## config.mk

```make
export PLATFORM = sky130hd
export DESIGN_NAME = dbr_ctrl
export DESIGN_NICKNAME = d
export VERILOG_FILES = /design/src/design/dbr_pkg.sv /design/src/design/dbr_ctrl.sv
export SDC_FILE = /design/constraint.sdc
export NUM_CORES = 1
export LEC_CHECK = 0
export ABC_CLOCK_PERIOD_IN_PS = 3400
export BUFFER_PORTS_ARGS = -buffer_cell sky130_fd_sc_hd__buf_4
export CORE_AREA = 2 2 39 41
export CTS_CLUSTER_DIAMETER = 150
export DETAILED_ROUTE_END_ITERATION = 16
export DIE_AREA = 0 0 41 43
export GPL_TIMING_DRIVEN = 0
export PLACE_DENSITY = 0.72
export SYNTH_ARGS = -nofsm -noshare
export SYNTH_HDL_FRONTEND = slang
export SYNTH_SLANG_ARGS = --single-unit
export TNS_END_PERCENT = 50
```

## constraint.sdc

```tcl
create_clock -name clk -period 3.4 [get_ports clk]
set_input_delay 0.17 -clock clk [delete_from_list [all_inputs] [get_ports clk]]
set_output_delay 0.17 -clock clk [all_outputs]
set_load 0.01 [all_outputs]
```

## src/design/dbr_pkg.sv

```systemverilog
// Shared types and constants for the DAG backward reachability marker.
// No dependencies; used by dbr_ctrl, dbr_dp and the top level.
`default_nettype none
package dbr_pkg;

  localparam int NODE_CAP = 64;
  localparam int EDGE_CAP = 256;

  localparam int NODE_W = (NODE_CAP > 1) ? $clog2(NODE_CAP) : 1;
  localparam int NCNT_W = $clog2(NODE_CAP + 1);
  localparam int EDGE_W = (EDGE_CAP > 1) ? $clog2(EDGE_CAP) : 1;
  localparam int ECNT_W = $clog2(EDGE_CAP + 1);

  // port field widths
  localparam int KIND_W    = 2;
  localparam int NODE_ID_W = 6;
  localparam int MAXN_W    = 7;
  localparam int STATUS_W  = 2;
  localparam int INDEX_W   = 8;
  localparam int MASK_W    = 64;

  typedef enum logic [KIND_W-1:0] {
    KIND_CLEAR    = 2'd0,
    KIND_ADD_NODE = 2'd1,
    KIND_ADD_EDGE = 2'd2,
    KIND_MARK     = 2'd3
  } kind_t;

  typedef enum logic [STATUS_W-1:0] {
    ST_OK       = 2'd0,
    ST_FULL     = 2'd1,
    ST_BAD_EDGE = 2'd2,
    ST_EMPTY    = 2'd3
  } status_t;

  typedef enum logic [2:0] {
    S_IDLE,
    S_EDGE_WR,
    S_NODE_SCAN,
    S_HEAD_WAIT,
    S_EDGE_WAIT
  } state_t;

  typedef enum logic [1:0] {
    IDX_NONE,
    IDX_NODE,
    IDX_EDGE
  } idx_sel_t;

  typedef enum logic {
    EA_HEAD,
    EA_LINK
  } edge_addr_sel_t;

  // one entry of the edge store: link to the next older incoming edge
  typedef struct packed {
    logic              more;
    logic [EDGE_W-1:0] link;
    logic [NODE_W-1:0] src;
  } edge_word_t;

  typedef struct packed {
    logic           do_clear;
    logic           do_add_node;
    logic           edge_latch;
    logic           edge_wr;
    logic           mark_init;
    logic           node_rd;
    logic           edge_rd;
    edge_addr_sel_t edge_addr_sel;
    logic           set_src;
    logic           t_dec;
    logic           out_load;
    status_t        out_status;
    idx_sel_t       out_idx;
  } ctrl_cmd_t;

  typedef struct packed {
    logic out_free;
    logic node_full;
    logic edge_full;
    logic edge_bad;
    logic graph_empty;
    logic mark_last_zero;
    logic node_hit;
    logic link_more;
    logic t_one;
  } dp_stat_t;

endpackage
`default_nettype wire

```

## src/design/dbr_ctrl.sv

```systemverilog
// Controller of the reachability marker: sequences loads and the mark walk.
// Depends on dbr_pkg; drives dbr_dp through ctrl_cmd_t.
`default_nettype none
module dbr_ctrl (
  input  wire logic              clk,
  input  wire logic              rst,
  input  wire logic              in_valid,
  output logic                   in_ready,
  input  wire dbr_pkg::kind_t    kind,
  input  wire dbr_pkg::dp_stat_t st,
  output dbr_pkg::ctrl_cmd_t     cmd
);

  dbr_pkg::state_t state;
  dbr_pkg::state_t state_next;

  always_ff @(posedge clk) begin
    if (rst) begin
      state <= dbr_pkg::S_IDLE;
    end else begin
      state <= state_next;
    end
  end

  always_comb begin
    state_next = state;
    case (state)
      dbr_pkg::S_IDLE: begin
        if (in_valid && st.out_free) begin
          if (kind == dbr_pkg::KIND_ADD_EDGE && !st.edge_bad && !st.edge_full) begin
            state_next = dbr_pkg::S_EDGE_WR;
          end else if (kind == dbr_pkg::KIND_MARK && !st.graph_empty &&
                       !st.mark_last_zero) begin
            state_next = dbr_pkg::S_NODE_SCAN;
          end
        end
      end
      dbr_pkg::S_EDGE_WR: state_next = dbr_pkg::S_IDLE;
      dbr_pkg::S_NODE_SCAN: begin
        if (st.node_hit) begin
          state_next = dbr_pkg::S_HEAD_WAIT;
        end else if (st.t_one) begin
          state_next = dbr_pkg::S_IDLE;
        end
      end
      dbr_pkg::S_HEAD_WAIT: state_next = dbr_pkg::S_EDGE_WAIT;
      dbr_pkg::S_EDGE_WAIT: begin
        if (st.link_more) begin
          state_next = dbr_pkg::S_EDGE_WAIT;
        end else if (st.t_one) begin
          state_next = dbr_pkg::S_IDLE;
        end else begin
          state_next = dbr_pkg::S_NODE_SCAN;
        end
      end
      default: state_next = dbr_pkg::S_IDLE;
    endcase
  end

  always_comb begin
    cmd      = '0;
    in_ready = 1'b0;
    case (state)
      dbr_pkg::S_IDLE: begin
        in_ready = st.out_free;
        if (in_valid && st.out_free) begin
          case (kind)
            dbr_pkg::KIND_CLEAR: begin
              cmd.do_clear   = 1'b1;
              cmd.out_load   = 1'b1;
              cmd.out_status = dbr_pkg::ST_OK;
            end
            dbr_pkg::KIND_ADD_NODE: begin
              cmd.out_load = 1'b1;
              if (st.node_full) begin
                cmd.out_status = dbr_pkg::ST_FULL;
              end else begin
                cmd.do_add_node = 1'b1;
                cmd.out_status  = dbr_pkg::ST_OK;
                cmd.out_idx     = dbr_pkg::IDX_NODE;
              end
            end
            dbr_pkg::KIND_ADD_EDGE: begin
              if (st.edge_bad) begin
                cmd.out_load   = 1'b1;
                cmd.out_status = dbr_pkg::ST_BAD_EDGE;
              end else if (st.edge_full) begin
                cmd.out_load   = 1'b1;
                cmd.out_status = dbr_pkg::ST_FULL;
              end else begin
                cmd.edge_latch = 1'b1;
              end
            end
            dbr_pkg::KIND_MARK: begin
              if (st.graph_empty) begin
                cmd.out_load   = 1'b1;
                cmd.out_status = dbr_pkg::ST_EMPTY;
              end else begin
                cmd.mark_init = 1'b1;
                // only node 0 in the prefix: nothing to walk
                if (st.mark_last_zero) begin
                  cmd.out_load   = 1'b1;
                  cmd.out_status = dbr_pkg::ST_OK;
                end
              end
            end
            default: ;
          endcase
        end
      end
      dbr_pkg::S_EDGE_WR: begin
        cmd.edge_wr    = 1'b1;
        cmd.out_load   = 1'b1;
        cmd.out_status = dbr_pkg::ST_OK;
        cmd.out_idx    = dbr_pkg::IDX_EDGE;
      end
      dbr_pkg::S_NODE_SCAN: begin
        if (st.node_hit) begin
          cmd.node_rd = 1'b1;
        end else if (st.t_one) begin
          cmd.out_load   = 1'b1;
          cmd.out_status = dbr_pkg::ST_OK;
        end else begin
          cmd.t_dec = 1'b1;
        end
      end
      dbr_pkg::S_HEAD_WAIT: begin
        cmd.edge_rd       = 1'b1;
        cmd.edge_addr_sel = dbr_pkg::EA_HEAD;
      end
      dbr_pkg::S_EDGE_WAIT: begin
        cmd.set_src = 1'b1;
        if (st.link_more) begin
          cmd.edge_rd       = 1'b1;
          cmd.edge_addr_sel = dbr_pkg::EA_LINK;
        end else if (st.t_one) begin
          cmd.out_load   = 1'b1;
          cmd.out_status = dbr_pkg::ST_OK;
        end else begin
          cmd.t_dec = 1'b1;
        end
      end
      default: ;
    endcase
  end

  // a result is only ever written into a free output register
  a_load_free: assert property (@(posedge clk) disable iff (rst)
    cmd.out_load |-> st.out_free)
    else $error("result loaded over a pending word");

  // the head pointer used by the walk must come from a head read in the cycle before
  a_head_read: assert property (@(posedge clk) disable iff (rst)
    state == dbr_pkg::S_HEAD_WAIT |-> $past(cmd.node_rd))
    else $error("edge walk started without a head read");

endmodule
`default_nettype wire

```

**Yosys cells after proc, flatten, opt, wreduce, memory -nomap -nowiden**

Index checks and enable logic that the tools add are counted.

- Bits in writable memories: 0
- Output and inout port bits: 16
- Memories kept: 0
- ROM bits: 0
- Bits in latches: 0
- Register bits: 3

- Div/mod/pow operators: 0
- Multiply operators: 0
- Mux-type cells: 43
- Add/subtract/negate cells: 0
- Equality and inequality tests: 10
- Bitwise gates (word level): 0
- Reduce and logical (&&, ||, !) cells: 12
- Shifts and indexed selects: 0
- Order comparisons: 0

Operators by type and width:

| operator | count |
|---|---|
| two-way mux 3 bit | 13 |
| one-hot mux 3 bit (4 select lines) | 3 |
| two-way mux 1 bit | 19 |
| two-way mux 4 bit | 2 |
| one-hot mux 2 bit (2 select lines) | 2 |
| == test 3 x 2 -> 1 bit, second input constant | 2 |
| != test 3 bit, second input constant | 2 |
| logical AND 1 bit | 5 |
| two-way mux 5 bit | 1 |
| == test 2 bit, second input constant | 2 |
| logical NOT 1 bit | 4 |
| two-way mux 2 bit | 2 |
| == test 3 x 1 -> 1 bit, second input constant | 1 |
| == test 3 bit, second input constant | 1 |
| logical NOT 3 bit | 1 |
| AND reduction 3 bit | 1 |
| == test 2 x 1 -> 1 bit, second input constant | 1 |
| logical NOT 2 bit | 1 |
| != test 2 bit, second input constant | 1 |
| one-hot mux 1 bit (2 select lines) | 1 |

**Longest topological paths before layout**

Gate-level depths: netlist of run 1.

- Depth in word-level cells: 7
- Gate-level depth with buffers: 5

**Least setup slack after synthesis of run 1**

OpenSTA, ideal clock, no wires.

- Kind: reg2out
- Start: register state[1]
- End: output port cmd[13] (netlist name)
- Arrival: 1.520 ns
- Cell stages (with the launch flop): 6
- Path slack: 1.710 ns
- Path buffers: 2
- Required time: 3.230 ns
- Cells stage by stage: dfxtp_1 -> buf_6 -> nor3_4 -> nand3_2 -> nor4_1 -> buf_4

RTL lines:

| what | RTL line | RTL |
|---|---|---|
| from (decl) | dbr_ctrl.sv:14 | `dbr_pkg::state_t state;` |
| from (signal assigned) | dbr_ctrl.sv:19 | `state <= dbr_pkg::S_IDLE;` |
| from (signal assigned) | dbr_ctrl.sv:21 | `state <= state_next;` |
| to (decl) | dbr_ctrl.sv:11 | `output dbr_pkg::ctrl_cmd_t cmd` |

==> key figures, run 1 <==
Flow run
  • Number of max-capacitance violations reported: 0

Timing
  • Worst Tran Pin Value: 328 ps
  • Max Clk Rate: approximately 0.53 GHz
  • Final Hold Slack: 118 ps
  • Number of max-slew violations in the final report: 0
  • PnR worst setup slack: 1510 ps
  • Clock Skew: 0.796 ps
  • Endpoints failing setup: 0
  • Clock period minus worst slack: between 1500 and 2000 ps
  • Setup TNS: 0 ps
  • Unrepaired setup endpoints after global routing: false
  • Part of the cycle the worst path needs: 0.557
  • Worst slew margin relative to its limit: 0.779
  • Count of endpoints failing hold in the final timing report: 0

Layout
  • Area occupied by multi-input gates: a little over 300 um2
  • Number of cells in the finished layout apart from fillers: 94
  • Diodes inserted: 0
  • Layout cells sized above 1: 0.564
  • Final standard cell utilization of the core: 0.483
  • Final standard cell area without fillers: 668 um2
  • Biggest registers after layout: state (3)
  • Area growth from synthesis to layout: 65.3%
  • Flip-flop count of the largest register, all copies and words added: 3
  • Most flop-heavy register: state
  • Register area: 60.1 um2
  • Filler cell count in the final layout: 158
  • Number of nets in the finished design: 93

Power and ir drop
  • Post-layout total power: 0.139 mW
  • Static Leak: ~0.32 nW
  • Power Density: around 210 nW/um2
  • Internal cell power: 0.102 mW
  • Sequential fraction of design power: 0.258
  • Comb power frac: 0.292
  • Switching share of power: 0.265
  • Net switching power: 0.0369 mW
  • IR Drop Worst-Case VDD: 0.0978 mV
  • Clk pwr share: 0.449

Worst setup path
  • CP Data Arrival Time: 1720 ps
  • CP Capture Type: primary output
  • Register-to-register path setup slack: about 2200 ps
  • Startpoint class of the critical path: flop
  • R2R depth: 3
  • Endpoint of the lowest-slack register-to-register path: state[1]$_SDFFE_PP0P_
  • Required @ worst endpoint: 3230 ps
  • Crit Path Class: flop to primary output
  • Startpoint of the worst-slack reg-to-reg timing path: state[2]$_SDFFE_PP0P_
  • Worst-path fanout max: 10

Synth
  • Avg Cell Area, Syn: approximately 9 um2
  • Number of warnings reported in the yosys synthesis log: 0
  • Mapped Nets: 59
  • Most common cell in the netlist: inv_1
  • Area contributors post-synth: dfxtp_1 15%, and4bb_1 9.3%, nor4b_2 7.4%
  • Distinct cell type count after synthesis: 28
  • Commonest cells in the netlist: 4 x inv_1, 3 x a21oi_1, 3 x and4bb_1, 3 x dfxtp_1, 3 x nor2_1
  • Cell count after synthesis: between 40 and 50
  • Register area share after synthesis: 0.149
  • Number of storage elements in the synthesis netlist: 3
  • Most common flop cell mapped by yosys: dfxtp_1
  • Share of flip-flops with an asynchronous set or reset: 0
  • Share of the synthesized area in the top cell type: 0.149
  • Post-synthesis cell area: 404 um2
  • Number of flops mapped to enable cells by yosys: 0
  • Library cell occupying the most area in the post-synthesis netlist: dfxtp_1

Min path
  • Startpoint of the tightest hold check path: rst
  • Hold crit path type: primary input to flop
  • Hold EP: state[1]$_SDFFE_PP0P_
  • Count of cells along the worst hold path: 2

Drt
  • Avg WL per Cell: 11.2 um
  • Vias after detailed routing: about 460
  • DRC violation count after routing: 0
  • Post-detailed-routing wire length: 1.06 mm
  • Final antenna-violating net count: 0
  • Number of detailed-route iterations in the first pass: 2
  • Per-cell via count in the routed design: 4.86
  • Initial detailed-routing violation count: 2

Floorplanning
  • Total Die Area: 1760 um2
  • Core area: 1380 um2
  • Effective utilization at floorplan: 0.292
  • X dimension of the die: just over 40 um
  • Count of pins on the block boundary: 30
  • Die height: 43 um
  • Number of core rows: 14

Placement
  • Area of placed instances: between 600 and 700 um2
  • Port Buf Inserts: 29
  • Last weighted congestion value of the routability-driven placer: roughly 0.66
  • Placed wire-length estimate after detailed placement: 894 um
  • # placed instances: 90
  • Post-place setup slack: about 1700 ps

GRT
  • Via count of the first global-routing pass: 438
  • Maximum number of pins on one net before global-route repair: 11
  • Wire length of the first global-routing pass: between 1.5 and 2 mm
  • GRT overflow: 0
  • Global-route usage over all layers: 0.129
  • Antenna violations before repair: 0

Clocking
  • Clock transition at path regs: 40 ps
  • Clock latency on the worst-skew pair: 230 ps
  • Number of resized instances in the post-cts repair step: 0
  • Number of post-CTS setup repair buffers: 0
  • Buffer levels on the longest clock path: 2
  • Cts bufs inserted: 3
  • CTS root buf: clkbuf_4
  • CTS Hold Bufs: 0
  • H-tree lvl count: 1
  • CTS tree: yes
  • Sinks on the clock net: 3

Run status
  • Status: finished, final reports clean
logic make-up (layout without fill, tap and decap cells):
kind of cell / Yosys count / in the layout / share of synthesized area
AND/OR/NAND/NOR: 24 / 24 / 0.539
AO/OA/AOI/OAI: 12 / 12 / 0.229
buffers and inverters: 6 / 39 / 0.0836
flip-flops: 3 / 3 / 0.149
cell usage in the layout (no fill, tap or decap):
master    netlist  final
nor3_1          2      2
or4b_4          1      1
nand2b_1        1      1
o21bai_1        2      2
a21oi_1         3      3
clkbuf_4        0      3
a21oi_2         1      1
nor3b_1         2      2
and2_1          1      1
buf_4           1     30
o211ai_2        1      1
and4bb_1        3      3
buf_6           1      1
o21ai_0         2      2
inv_1           4      4
nand3_2         1      1
nor4b_4         1      1
nor4_1          2      2
nor2b_1         1      1
clkbuf_1        0      1
dfxtp_1         3      3
nor2_1          3      3
or2_1           1      1
and2_2          1      1
o221ai_1        1      1
nand3_1         1      1
a211oi_1        1      1
nor4b_2         2      2
nor3_4          1      1
a221oi_2        1      1
power groups by stage:
stage	sequential, mW	clock [mW]	combinational (mW)
after detailed placement	0.0365	0	0.0411
after global placement	0.0365	0	0.0406
final	0.0360	0.0625	0.0407
after floorplan	0.0365	0	0.0166
after CTS	0.0359	0.0660	0.0413
after global routing	0.0359	0.0698	0.0444
how the worst max path moves through the flow:
stage,start,endpoint,slack (ps)
floorplan,state[1]$_SDFFE_PP0P_,cmd[13],1710
global placement,state[1]$_SDFFE_PP0P_,cmd[13],1740
detailed placement,state[1]$_SDFFE_PP0P_,cmd[13],1710
CTS,state[1]$_SDFFE_PP0P_,cmd[13],1460
global route,state[1]$_SDFFE_PP0P_,cmd[13],1350
finish,state[1]$_SDFFE_PP0P_,cmd[13],1510
metal layers:
layer	vias up	global-route usage	wire, um
li1	240	-	-
met1	195	0.141	399
met2	22	0.238	550
met3	0	0.0314	107
met4	0	0.0200	0
met5	-	0	0
critical path: stages (launching register included):
cell     delay, ps
dfxtp_1        300
buf_6          130
nor3_4         310
nand3_2        190
nor4_1         290
buf_4          170
buf_4          100
final cells by class:
type	instances	share of cell area
clock buffers	4	0.0393
flip-flops and latches	3	0.0899
well taps	16	0.0300
multi-input cells	36	0.464
repair buffers	29	0.326
plain buffers	2	0.0281
inverters	4	0.0225
No activity file was read; power rests on OpenSTA's default activity.
==> run 2, diff against run 1 <==
Settings changed: ABC_CLOCK_PERIOD_IN_PS 3400 to 1600, PLACE_DENSITY 0.72 to 0.75.
Clock period 3.4 ns to 1.6 ns, I/O delays scaled along.
==> key figures, run 2 (same netlist as run 1, synthesis figures left out) <==
Run status
  • Status: finished, final reports clean

Floorplanning
  • X dimension of the die: around 41 um
  • Effective utilization at floorplan: 0.292
  • Number of core rows: 14
  • Total Die Area: 1760 um2
  • Core area: 1380 um2
  • Die height: about 43 um
  • Count of pins on the block boundary: 30

Timing
  • Worst slew margin relative to its limit: 0.813
  • Number of max-slew violations in the final report: 0
  • Worst Tran Pin Value: 279 ps
  • Clock period minus worst slack: 1490 ps
  • Max Clk Rate: about 0.67 GHz
  • Part of the cycle the worst path needs: 0.932
  • Unrepaired setup endpoints after global routing: false
  • Setup TNS: 0 ps
  • Endpoints failing setup: 0
  • Clock Skew: 1.76 ps
  • Count of endpoints failing hold in the final timing report: 0

Placement
  • Placed wire-length estimate after detailed placement: 941 um
  • # placed instances: 90
  • Area of placed instances: ~650 um2
  • Port Buf Inserts: 29
  • Last weighted congestion value of the routability-driven placer: 0.670

Worst setup path
  • Slowest-stage cell, CP: dfxtp_1
  • Required @ worst endpoint: ~1500 ps
  • Startpoint class of the critical path: flop
  • Crit Path Class: flop to primary output
  • CP Buf/Inv Count: 3
  • Delay-heaviest family, CP: simple AND/OR/NAND/NOR gates
  • Largest stage delay on the critical path: 300 ps
  • CP Data Arrival Time: 1410 ps
  • Worst-path fanout max: 10
  • Critical path, cell by cell: buf_6, nor3_4, nand3_4, nor4_4, buf_4, buf_4
  • CP Capture Type: primary output
  • Most numerous cell on the critical path: buf_4

Drt
  • Per-cell via count in the routed design: 5.12
  • DRC violation count after routing: 0
  • Initial detailed-routing violation count: 4
  • Final antenna-violating net count: 0
  • Number of detailed-route iterations in the first pass: 3
  • Vias after detailed routing: 486
  • Avg WL per Cell: 12.3 um
  • Post-detailed-routing wire length: 1.17 mm

GRT
  • GRT overflow: 0
  • Most Crowded Layer GR: met2
  • Global Route met3 Usage: 0.0366
  • Global-route usage over all layers: 0.137
  • Wire length of the first global-routing pass: 1.72 mm
  • Met1 global-route usage: 0.137
  • Maximum number of pins on one net before global-route repair: 11
  • GR met2 Demand/Resource: 0.263
  • Via count of the first global-routing pass: approximately 430
  • Antenna violations before repair: 0

Clocking
  • Buffer levels on the longest clock path: 2
  • H-tree lvl count: 1
  • Clock latency on the worst-skew pair: 230 ps
  • Cts bufs inserted: 3
  • CTS root buf: clkbuf_4
  • Clock transition at path regs: 40 ps
  • CTS tree: yes
  • Sinks on the clock net: 3

Layout
  • Most flop-heavy register: state
  • Top library cells by usage in the layout, fill and taps aside: 31 x buf_4, 4 x inv_1
  • Number of cells in the finished layout apart from fillers: 95
  • Final standard cell utilization of the core: 0.506
  • Layout cells sized above 1: 0.608
  • Biggest registers after layout: state (3)
  • Commonest non-fill, non-tap cell in the layout: buf_4
  • Area growth from synthesis to layout: 73.4%
  • Final standard cell area without fillers: approximately 700 um2
  • Flip-flop count of the largest register, all copies and words added: 3
  • Diodes inserted: 0
  • Number of nets in the finished design: 94

Power and ir drop
  • Static Leak: 0.327 nW
  • IR Drop Worst-Case VDD: about 0.25 mV
  • Post-layout total power: 0.305 mW
  • Power Density: 436 nW/um2

Flow run
  • Number of max-capacitance violations reported: 0

Min path
  • Hold crit path type: primary input to flop
## run 2: cell types whose count changed in the layout (fill, tap and decap cells not counted)
| cell | previous run | this run |
|---|---|---|
| nand3_4 | 0 | 1 |
| dfxtp_2 | 0 | 2 |
| nor4_4 | 0 | 1 |
| dfxtp_1 | 3 | 1 |
| nor4_1 | 2 | 1 |
| buf_4 | 30 | 31 |
| nand3_2 | 1 | 0 |
## run 2: worst paths after layout
| kind | start | slack, ps | depth (start not counted) | endpoint |
|---|---|---|---|---|
| max | state[1]$_SDFFE_PP0P_ | 110 | 6 | cmd[13] |
| min | rst | 30 | 2 | state[2]$_SDFFE_PP0P_ |
| max reg2reg | state[1]$_SDFFE_PP0P_ | 400 | 4 | state[1]$_SDFFE_PP0P_ |
| min reg2reg | state[1]$_SDFFE_PP0P_ | 720 | 4 | state[2]$_SDFFE_PP0P_ |
## run 2: cell type report
class | instances | area, um2
Tap cell | 16 | 20.0
Sequential cell | 3 | 62.6
Fill cell | 150 | 683
Inverter | 4 | 15.0
Buffer | 2 | 18.8
Multi-Input combinational cell | 36 | 333
Timing Repair Buffer | 30 | 225
Clock buffer | 4 | 26.3
## run 2: report_power, final
group	internal, mW	leakage, nW	total (mW)	switching [mW]
sequential	0.0759	0.0252	0.0764	0.000458
combinational	0.0498	0.286	0.0940	0.0442
clock	0.0936	0.0150	0.135	0.0413
## run 2: stage by stage
stage	hold slack [ps]	worst slack [ps]
after global placement	265	124
after CTS	20.5	7.73
after global routing	22.9	10.4
final	27.1	108
after detailed placement	264	98.9
after floorplan	146	170
## run 2: what timing repair did
item                                    CTS  global route
endpoints found under the hold margin     0             0
buffers inserted                          1             0
hold buffers                              0             0
pin swaps                                 1             0
endpoints found under the setup margin    6             3
cloned                                    0             0
gates resized for setup                   0             4
## run 2: routing by layer
metal  routed length [um]  share of wire
met1                  471           0.40
met2                  590           0.51
met3                  102          0.088
met4                    0              0
met5                    0              0
